### config.mk
export PLATFORM = sky130hd
export DESIGN_NAME = filled_ellipse_span_generator_unit
export DESIGN_NICKNAME = d
export VERILOG_FILES = /design/src/sv/fesg_pkg.sv /design/src/sv/filled_ellipse_span_generator_unit.sv
export VERILOG_INCLUDE_DIRS = /design/src /design/src/sv
export SDC_FILE = /design/constraint.sdc
export NUM_CORES = 2
export LEC_CHECK = 0
export BUFFER_PORTS_ARGS = -buffer_cell sky130_fd_sc_hd__buf_2
export CAP_MARGIN = 20
export CORE_UTILIZATION = 45
export CTS_CLUSTER_DIAMETER = 100
export CTS_CLUSTER_SIZE = 25
export DETAILED_ROUTE_END_ITERATION = 8
export MAX_ROUTING_LAYER = met4
export SYNTH_ARGS = -nofsm -noshare
export SYNTH_HDL_FRONTEND = slang
export SYNTH_SLANG_ARGS = --single-unit
### constraint.sdc
create_clock -name clock -period 12.7 [get_ports clock]
set_input_delay 0.635 -clock clock [delete_from_list [all_inputs] [get_ports clock]]
set_output_delay 0.635 -clock clock [all_outputs]
set_load 0.02 [all_outputs]
### src/sv/assert_macros.svh
// assertion macros for the span generator unit
// no dependencies; define ASSERT_OFF to compile the checks out
`ifndef ASSERT_MACROS_SVH
`define ASSERT_MACROS_SVH

`ifndef ASSERT_OFF

`define ASSERT_AT(label, clk, rst, prop) \
   label: assert property (@(posedge clk) disable iff (rst) prop) \
      else $error("assertion failed");

`define ASSERT_NEVER(label, clk, rst, cond) \
   label: assert property (@(posedge clk) disable iff (rst) !(cond)) \
      else $error("forbidden condition seen");

`else

`define ASSERT_AT(label, clk, rst, prop)

`define ASSERT_NEVER(label, clk, rst, cond)

`endif

`endif

### src/sv/fesg_pkg.sv
// widths, sequencer state and control bits for the filled ellipse span generator
// no dependencies
package fesg_pkg;

   localparam int COORD_BITS = 10;
   localparam int SQ_BITS    = 2 * COORD_BITS;
   localparam int PROD_BITS  = 4 * COORD_BITS;

   typedef logic [COORD_BITS-1:0] coord_type;
   typedef logic [SQ_BITS-1:0]    sq_type;
   typedef logic [PROD_BITS-1:0]  prod_type;

   typedef enum logic [3:0] {
      ST_IDLE,
      ST_MUL_AA,
      ST_MUL_BB,
      ST_MUL_YY,
      ST_MUL_XX,
      ST_MUL_YYAA,
      ST_MUL_AABB,
      ST_THR,
      ST_SRCH_MUL,
      ST_SRCH_CHK,
      ST_FINISH
   } state_type;

   typedef struct packed {
      logic req_ready;
      logic load_aa;
      logic load_bb;
      logic load_yy;
      logic load_xx;
      logic load_yyaa;
      logic load_thr;
      logic step_x;
      logic out_write;
   } ctrl_type;

endpackage

### src/sv/filled_ellipse_span_generator_unit.sv
// filled ellipse span generator: one shared multiplier under a small sequencer
// depends on fesg_pkg and assert_macros.svh
//
// sequence: row 0 skips setup and search and gives the half width as its span;
// other rows run a setup of six products through the single multiplier plus a
// threshold subtract, then a search of one-pixel steps, each one multiply and
// one compare; a result waits in the finish state until the output is free
// throughput: one request at a time, the next is taken once the result is
// registered; a waiting result does not block acceptance
// reset: synchronous, clears the sequencer, the result valid and the stored
// span and shrink
`include "assert_macros.svh"

module filled_ellipse_span_generator_unit (
   input  logic                 clock,
   input  logic                 reset,
   input  logic                 req_valid,
   output logic                 req_ready,
   input  fesg_pkg::coord_type  req_half_width,
   input  fesg_pkg::coord_type  req_half_height,
   input  fesg_pkg::coord_type  req_row,
   output logic                 rsp_valid,
   input  logic                 rsp_ready,
   output fesg_pkg::coord_type  rsp_span_half,
   output fesg_pkg::coord_type  rsp_row_out
);
   import fesg_pkg::*;

   state_type state_ff, state_in;
   ctrl_type  ctl;

   coord_type a_ff, b_ff, y_ff, x_ff, x_in;
   coord_type prev_span_ff, prev_shrink_ff;
   coord_type span_out_ff, row_out_ff;
   logic      rsp_valid_ff;
   logic      zero_row_ff;

   sq_type    aa_ff, bb_ff, yy_ff, xx_ff;
   prod_type  yyaa_ff, prod_ff;
   logic signed [PROD_BITS:0] thr_ff;

   sq_type    mul_a, mul_b;
   logic      accept;
   logic      inside_now;
   logic      out_free;

   logic [COORD_BITS:0] up, shrink_ext, diff;
   coord_type           start_x;
   coord_type           shrink_new;

   assign accept   = req_valid && ctl.req_ready;
   assign out_free = !rsp_valid_ff || rsp_ready;

   // search start: one past the previous span minus the previous shrink, clamped at zero and at the largest coordinate
   always_comb begin
      up         = {1'b0, prev_span_ff} + {{COORD_BITS{1'b0}}, 1'b1};
      shrink_ext = {1'b0, prev_shrink_ff};
      diff       = up - shrink_ext;
      if (shrink_ext >= up) begin
         start_x = '0;
      end else if (diff[COORD_BITS]) begin
         start_x = '1;
      end else begin
         start_x = diff[COORD_BITS-1:0];
      end
   end

   // point is inside when x*x*b*b <= a*a*b*b - y*y*a*a
   assign inside_now = $signed({1'b0, prod_ff}) <= thr_ff;

   assign shrink_new = (zero_row_ff || (x_ff > prev_span_ff)) ? '0 : (prev_span_ff - x_ff);

   // next state
   always_comb begin
      state_in = state_ff;
      case (state_ff)
         ST_IDLE: begin
            if (req_valid) begin
               state_in = (req_row == '0) ? ST_FINISH : ST_MUL_AA;
            end
         end
         ST_MUL_AA:   state_in = ST_MUL_BB;
         ST_MUL_BB:   state_in = ST_MUL_YY;
         ST_MUL_YY:   state_in = ST_MUL_XX;
         ST_MUL_XX:   state_in = ST_MUL_YYAA;
         ST_MUL_YYAA: state_in = ST_MUL_AABB;
         ST_MUL_AABB: state_in = ST_THR;
         ST_THR:      state_in = ST_SRCH_CHK;
         ST_SRCH_MUL: state_in = ST_SRCH_CHK;
         ST_SRCH_CHK: begin
            state_in = (x_ff == '0 || inside_now) ? ST_FINISH : ST_SRCH_MUL;
         end
         ST_FINISH: begin
            if (out_free) begin
               state_in = ST_IDLE;
            end
         end
         default: state_in = ST_IDLE;
      endcase
   end

   // control outputs and multiplier operand select
   always_comb begin
      ctl   = '0;
      mul_a = '0;
      mul_b = '0;
      case (state_ff)
         ST_IDLE: begin
            ctl.req_ready = 1'b1;
         end
         ST_MUL_AA: begin
            mul_a = SQ_BITS'(a_ff);
            mul_b = SQ_BITS'(a_ff);
         end
         ST_MUL_BB: begin
            ctl.load_aa = 1'b1;
            mul_a = SQ_BITS'(b_ff);
            mul_b = SQ_BITS'(b_ff);
         end
         ST_MUL_YY: begin
            ctl.load_bb = 1'b1;
            mul_a = SQ_BITS'(y_ff);
            mul_b = SQ_BITS'(y_ff);
         end
         ST_MUL_XX: begin
            ctl.load_yy = 1'b1;
            mul_a = SQ_BITS'(x_ff);
            mul_b = SQ_BITS'(x_ff);
         end
         ST_MUL_YYAA: begin
            ctl.load_xx = 1'b1;
            mul_a = yy_ff;
            mul_b = aa_ff;
         end
         ST_MUL_AABB: begin
            ctl.load_yyaa = 1'b1;
            mul_a = aa_ff;
            mul_b = bb_ff;
         end
         ST_THR: begin
            ctl.load_thr = 1'b1;
            mul_a = xx_ff;
            mul_b = bb_ff;
         end
         ST_SRCH_MUL: begin
            mul_a = xx_ff;
            mul_b = bb_ff;
         end
         ST_SRCH_CHK: begin
            ctl.step_x = (x_ff != '0) && !inside_now;
         end
         ST_FINISH: begin
            ctl.out_write = out_free;
         end
         default: begin
            ctl = '0;
         end
      endcase
   end

   always_comb begin
      x_in = x_ff;
      if (accept) begin
         x_in = (req_row == '0) ? req_half_width : start_x;
      end else if (ctl.step_x) begin
         x_in = x_ff - COORD_BITS'(1);
      end
   end

   // control registers
   always_ff @(posedge clock) begin
      if (reset) begin
         state_ff       <= ST_IDLE;
         rsp_valid_ff   <= 1'b0;
         prev_span_ff   <= '0;
         prev_shrink_ff <= '0;
      end else begin
         state_ff <= state_in;
         if (ctl.out_write) begin
            rsp_valid_ff   <= 1'b1;
            prev_span_ff   <= x_ff;
            prev_shrink_ff <= shrink_new;
         end else if (rsp_ready) begin
            rsp_valid_ff <= 1'b0;
         end
      end
   end

   // datapath registers
   always_ff @(posedge clock) begin
      prod_ff <= PROD_BITS'(mul_a * mul_b);
      x_ff    <= x_in;
      if (accept) begin
         a_ff        <= req_half_width;
         b_ff        <= req_half_height;
         y_ff        <= req_row;
         zero_row_ff <= (req_row == '0);
      end
      if (ctl.load_aa) begin
         aa_ff <= prod_ff[SQ_BITS-1:0];
      end
      if (ctl.load_bb) begin
         bb_ff <= prod_ff[SQ_BITS-1:0];
      end
      if (ctl.load_yy) begin
         yy_ff <= prod_ff[SQ_BITS-1:0];
      end
      if (ctl.load_xx) begin
         xx_ff <= prod_ff[SQ_BITS-1:0];
      end else if (ctl.step_x) begin
         // (x-1)^2 = x^2 - 2x + 1
         xx_ff <= xx_ff - SQ_BITS'({x_ff, 1'b0}) + SQ_BITS'(1);
      end
      if (ctl.load_yyaa) begin
         yyaa_ff <= prod_ff;
      end
      if (ctl.load_thr) begin
         thr_ff <= $signed({1'b0, prod_ff}) - $signed({1'b0, yyaa_ff});
      end
      if (ctl.out_write) begin
         span_out_ff <= x_ff;
         row_out_ff  <= y_ff;
      end
   end

   assign req_ready     = ctl.req_ready;
   assign rsp_valid     = rsp_valid_ff;
   assign rsp_span_half = span_out_ff;
   assign rsp_row_out   = row_out_ff;

   `ASSERT_AT(a_busy_after_accept, clock, reset, accept |=> !req_ready)
   `ASSERT_AT(a_nonzero_row_runs_setup, clock, reset,
      (accept && req_row != '0) |=> state_ff == ST_MUL_AA)
   `ASSERT_AT(a_square_tracks_x, clock, reset,
      state_ff == ST_SRCH_MUL |-> xx_ff == SQ_BITS'(SQ_BITS'(x_ff) * SQ_BITS'(x_ff)))
   `ASSERT_AT(a_write_updates_state, clock, reset,
      ctl.out_write |=> rsp_valid_ff && span_out_ff == prev_span_ff)
   `ASSERT_NEVER(a_step_from_zero, clock, reset, ctl.step_x && x_ff == '0)

endmodule
# Yosys cells after proc, flatten, opt, wreduce, memory -nomap -nowiden
# Cells that the tools add are included.
# Widths: inputs -> output; s select.
dict set report word_totals {
  out_inout_bits 22
  register_bits 287
  wordCells 84
}
dict set report op_classes {
  reduce_logical 17
  muxes 26
  n_addsub 7
  eq_ne 12
  n_mul 1
  magnitude_cmp 3
}
# op count
set op_table {}
lappend op_table {{$pmux 20 s7} 1}
lappend op_table {{$pmux 20 s6} 1}
lappend op_table {{$mux 10} 6}
lappend op_table {{$le 41x41->1} 1}
lappend op_table {{$sub 40x40->41} 1}
lappend op_table {{$mul 20x20->40} 1}
lappend op_table {{$mux 20} 2}
lappend op_table {{$pmux 4 s10} 1}
lappend op_table {{$add 20x1->20 const B} 1}
lappend op_table {{$logic_not 10->1} 2}
lappend op_table {{$sub 20x11->20} 1}
lappend op_table {{$eq 4x3->1 const B} 4}
lappend op_table {{$eq 4x4->1 const B} 3}
lappend op_table {{$mux 4} 3}
lappend op_table {{$add 10x1->11 const B} 1}
lappend op_table {{$ge 10x11->1} 1}
lappend op_table {{$mux 1} 11}
lappend op_table {{$sub 11x10->11} 1}
lappend op_table {{$gt 10x10->1} 1}
lappend op_table {{$reduce_bool 10->1} 1}
lappend op_table {{$sub 10x1->10 const B} 1}
lappend op_table {{$sub 10x10->10} 1}
lappend op_table {{$eq 4x2->1 const B} 2}
lappend op_table {{$reduce_bool 2->1} 3}
lappend op_table {{10 further kinds} 15}

# Depth between registers and ports, before layout
dict set report logic_depth {
  depth_word 6
  mapped_depth 37
  depth_no_buf 32
}

# Worst setup path before layout
# No wires, ideal clock.
dict set report synth_path {
  kind {reg2reg}
  start {reg state_ff[1]}
  end {reg prod_ff[38]}
  path_slack_ns 2.970
  required_time_ns 12.576
  setup_ns 0.124
  arrival_time_ns 9.607
  path_stages_with_launch 33
  cell_sequence {dfxtp_1 clkbuf_1 nand2_1 nor2_1 a21o_1 or2_2 buf_2 buf_2 a221o_1 clkbuf_1 nand2_1 fa_1 fa_1 fa_1 fa_1 inv_1 fa_1 fa_1 inv_1 fa_1 inv_1 ha_1 buf_6 a2111oi_4 o21ai_2 a221oi_2 o21ai_2 a221oi_2 o21ai_2 a41o_1 o31a_1 a31oi_1 o31ai_1}
}
dict set report synth_via {
  elab_chain_cells 4
  elab_cells_between_ends 13
  cone_classes {mul (1); eq/ne (8); mux (2); reduce/logical (2)}
}
# element line_no
set synth_lines {}
lappend synth_lines {{from (decl)} filled_ellipse_span_generator_unit.sv:29} ;# state_type state_ff, state_in;
lappend synth_lines {{from (signal assigned)} filled_ellipse_span_generator_unit.sv:178} ;# state_ff <= state_in;
lappend synth_lines {{$eq 4x3->1 / $eq 4x4->1 (equally long branches)} filled_ellipse_span_generator_unit.sv:107} ;# case (state_ff)
lappend synth_lines {{$reduce_or 3->1 (no source line) / $reduce_or 2->1 (equally long branches)} --}
lappend synth_lines {{$pmux 20 s6 / $pmux 20 s7 (equally long branches)} filled_ellipse_span_generator_unit.sv:107}
lappend synth_lines {{$mul 20x20->40 (*)} filled_ellipse_span_generator_unit.sv:191} ;# prod_ff <= PROD_BITS'(mul_a * mul_b);
lappend synth_lines {{to (signal assigned)} filled_ellipse_span_generator_unit.sv:191}
lappend synth_lines {{to (decl)} filled_ellipse_span_generator_unit.sv:39} ;# prod_type yyaa_ff, prod_ff;
# Mark *: on every way between the ends. The rest lies on a longest branch, timed or not.
# A chain may end at the register's enable or synchronous reset.

# Worst setup path in the final report
dict set report layout_path {
  start {reg state_ff[2]}
  end {reg prod_ff[39]}
}
# The elaborated chain is that of the path after synthesis.

==> flow_metrics.tcl <==
set metrics [dict create \
    cts_num_sinks 287 \
    drc 0 \
    die_x_um 252.5 \
    fillers 5760 \
    worstSkewPairLatency_ns 0.51 \
    synthArstFlopShare_pct 0 \
    cts_max_level 1 \
    required_ns 13.09 \
    power.total_mw 2.419 \
    setup_slack_ns 2.015 \
    hp-start "req_half_height[2]" \
    p_int_mw 1.584 \
    powerDensity_nw_per_um2 80.58 \
    synth_area_per_cell_um2 9.579 \
    worst_clock_skew_ns 0.02311 \
    crit_path_end_kind "flip-flop" \
    grtUsageTotal_pct 25.01 \
    timing.hold.ws_ns 0.2915 \
    path_class "flip-flop to flip-flop" \
    critPathMaxStageDelay_ns 0.84 \
    io_pins 56 \
    syn_to_final_growth_pct 6.289 \
    grt_max_degree 61 \
    synth_cell_types 70 \
    grt_pass1_wl_um 119800 \
    grt_overflow_total 0 \
    startpoint_type "flip-flop" \
    num_vias 20880 \
    ant_nets 0 \
    drt_iter0_markers 1502 \
    clkPwrFrac_pct 22.9 \
    routed_wl_um 76110 \
    whs_path_depth 1 \
    synthCells 2949 \
    critical-path-slowest-cell "a221o_1" \
    die_area_um2 63780 \
    dp_slack_ns 2.149 \
    gp_congestion 0.9561 \
    ir_drop_mv 0.08063 \
    ys.flop_type "edfxtp_1" \
    hp-class "input pin to flip-flop" \
    max_slew_margin_pct 16.77 \
    seq_power_share_pct 48.4 \
    root_buffer "clkbuf_16" \
    tightest_slew_ns 1.248 \
    final_cell_mix "546 x inv_1, 330 x nand2_1, 324 x fa_1, 280 x ha_1, 277 x nor2_1" \
    postLayoutCellArea_um2 30030 \
    post_route_cells_drive_above_1_share_pct 5.217 \
    cts_hold_buffers 0 \
    syn_area_um2 28250 \
    ff2ff_path_depth 33 \
    synth_edf_count 222 \
    path_common_cell "inv_1" \
    finalCriticalPeriod_ns 10.68 \
    hold_viol_final 0 \
    startpoint "state_ff[2]" \
    grt_pass1_vias 21150 \
    num-nets-final 3600 \
    die_h_um 252.5 \
    drv_cap 0 \
    core_um2 61830 \
    leakage_nw 13.98 \
    switching_share_pct 34.53 \
    fin_tns_setup_ns 0 \
    clockBufferDepth 3 \
    numPortBuffers 55 \
    setup_viol 0 \
    cts_resized 0 \
    cts_tree "built" \
    worstPathArrival_ns 11.08 \
    final_max_slew_viol_count 0 \
    rsz0062_at_grt "no" \
    final_common_cell "inv_1" \
    synth_seq_cells 287 \
    finalCritPeriodShare_pct 84.13 \
    r2r-start "state_ff[2]" \
    final_core_util_pct 48.56 \
    rrSetupSlack_ns 2.02 \
    max_freq_mhz 93.59 \
    fin_cells 3808 \
    placed_cells 3782 \
    initial_core_util_pct 45.69 \
    dpl_cell_area_um2 29570 \
    ys_warn_count 0 \
    drtPass1Iterations 6 \
    p_comb_share_pct 28.7 \
    power.switching_uw 835.4 \
    path_clk_slew_ns 0.11 \
    antenna_found_initial 0 \
    endpoint "prod_ff[39]" \
    vias_per_cell 5.484 \
    post-cts-setup-buffers 0 \
    cts_made_buffers 15 \
    r2r_end "prod_ff[39]" \
    ys_seq_area_share_pct 28.21 \
    avgRoutedWirePerCell_um 19.99 \
    dp_hpwl_um 60200 \
    insertedDiodeCount 0 \
    rows 91 \
    path_max_fanout 43 \
    status "complete, no violations" \
    synth_nets 3587 \
]
[how the worst min path moves through the flow]
stage                     slack (ns)             end
final                           0.29         b_ff[2]
after global routing            0.28         b_ff[0]
after CTS                       0.28         b_ff[0]
after detailed placement        0.44  rsp_row_out[0]
after global placement          0.44  rsp_row_out[2]
after floorplan                 0.43  rsp_row_out[1]
[power by group through the flow]
| stage | clock network, mW | logic, mW | registers (mW) |
|---|---|---|---|
| after floorplan | 0 | 0.466 | 1.15 |
| after global placement | 0 | 0.673 | 1.19 |
| after detailed placement | 0 | 0.683 | 1.19 |
| after CTS | 0.569 | 0.691 | 1.17 |
| after global routing | 0.596 | 0.762 | 1.18 |
| final | 0.554 | 0.695 | 1.17 |
[final cells by class]
type                       count  area (um^2)  area share [%]
tap                          837         1047           3.488
timing repair buffer          95        575.6           1.917
clock buffer                  22        401.6           1.338
inverter                     546         2049           6.826
sequential                   287         7968           26.54
clock inverter                 4        51.30          0.1709
multi-input combinational   2017        17930           59.72
[registers in the layout, summed over array words and instances (netlist names)]
name / count
bb_ff: 20
rsp_row_out: 10
prod_ff: 40
aa_ff: 20
a_ff: 10
rsp_valid: 1
prev_shrink_ff: 10
zero_row_ff: 1
rsp_span_half: 10
yyaa_ff: 40
xx_ff: 20
state_ff: 4
thr_ff: 41
x_ff: 10
prev_span_ff: 10
y_ff: 10
b_ff: 10
yy_ff: 20
[critical path: cells and delay by family (launching register included)]
kind	cells	cell delay (ns)
xor+xnor	1	0.12
fa+ha+maj	8	3.89
compound gates	8	2.80
buf+inv	10	1.27
flops	1	0.64
simple gates	6	1.81
[logic make-up (layout without fill, tap and decap cells)]
group	count (synthesis)	count (layout)	synth area share, %
flops	287	287	28.21
mux	1	1	0.03544
buf+inv	645	667	8.624
simple gates	816	816	12.49
fa+ha+maj	604	604	35.36
compound gates	492	492	12.06
xor+xnor	104	104	3.225
[synthesized netlist by cell type, types with 6 or more instances]
| master | number | area share [%] |
|---|---|---|
| clkbuf_1 | 86 | 1.1 |
| nor2_1 | 280 | 3.7 |
| or2_2 | 6 | 0.13 |
| xnor2_1 | 73 | 2.3 |
| a22oi_1 | 24 | 0.64 |
| and3_1 | 12 | 0.27 |
| o21a_1 | 18 | 0.48 |
| o211ai_1 | 6 | 0.16 |
| a21oi_1 | 137 | 2.4 |
| a21o_1 | 48 | 1.3 |
| nand3_1 | 41 | 0.73 |
| o21ai_0 | 66 | 1.2 |
| nand2_1 | 330 | 4.4 |
| a211o_1 | 10 | 0.31 |
| a22o_1 | 31 | 0.96 |
| edfxtp_1 | 222 | 24 |
| a211oi_1 | 24 | 0.64 |
| nor2b_1 | 21 | 0.47 |
| a221oi_1 | 10 | 0.31 |
| o21bai_1 | 16 | 0.43 |
| a221o_1 | 21 | 0.74 |
| buf_1 | 6 | 0.080 |
| nor4_1 | 6 | 0.13 |
| o31ai_1 | 6 | 0.16 |
| o31a_1 | 6 | 0.19 |
| fa_1 | 324 | 23 |
| xor2_1 | 31 | 0.96 |
| or3_1 | 10 | 0.22 |
| dfxtp_1 | 65 | 4.6 |
| inv_1 | 546 | 7.3 |
| a31oi_1 | 12 | 0.27 |
| nand4_1 | 16 | 0.35 |
| and2_1 | 22 | 0.49 |
| nand2b_1 | 21 | 0.47 |
| a21boi_0 | 7 | 0.19 |
| buf_2 | 6 | 0.11 |
| nor3_1 | 31 | 0.55 |
| ha_1 | 280 | 12 |
[per-layer routing]
metal	vias up	track usage [%]	part of all wire [%]
li1	9699	-	-
met5	-	-	0
met3	96	1.504	4.7
met4	0	5.506	2.4
met1	10510	35.33	47
met2	580	39.68	46
(Power assumes the default switching activity.)
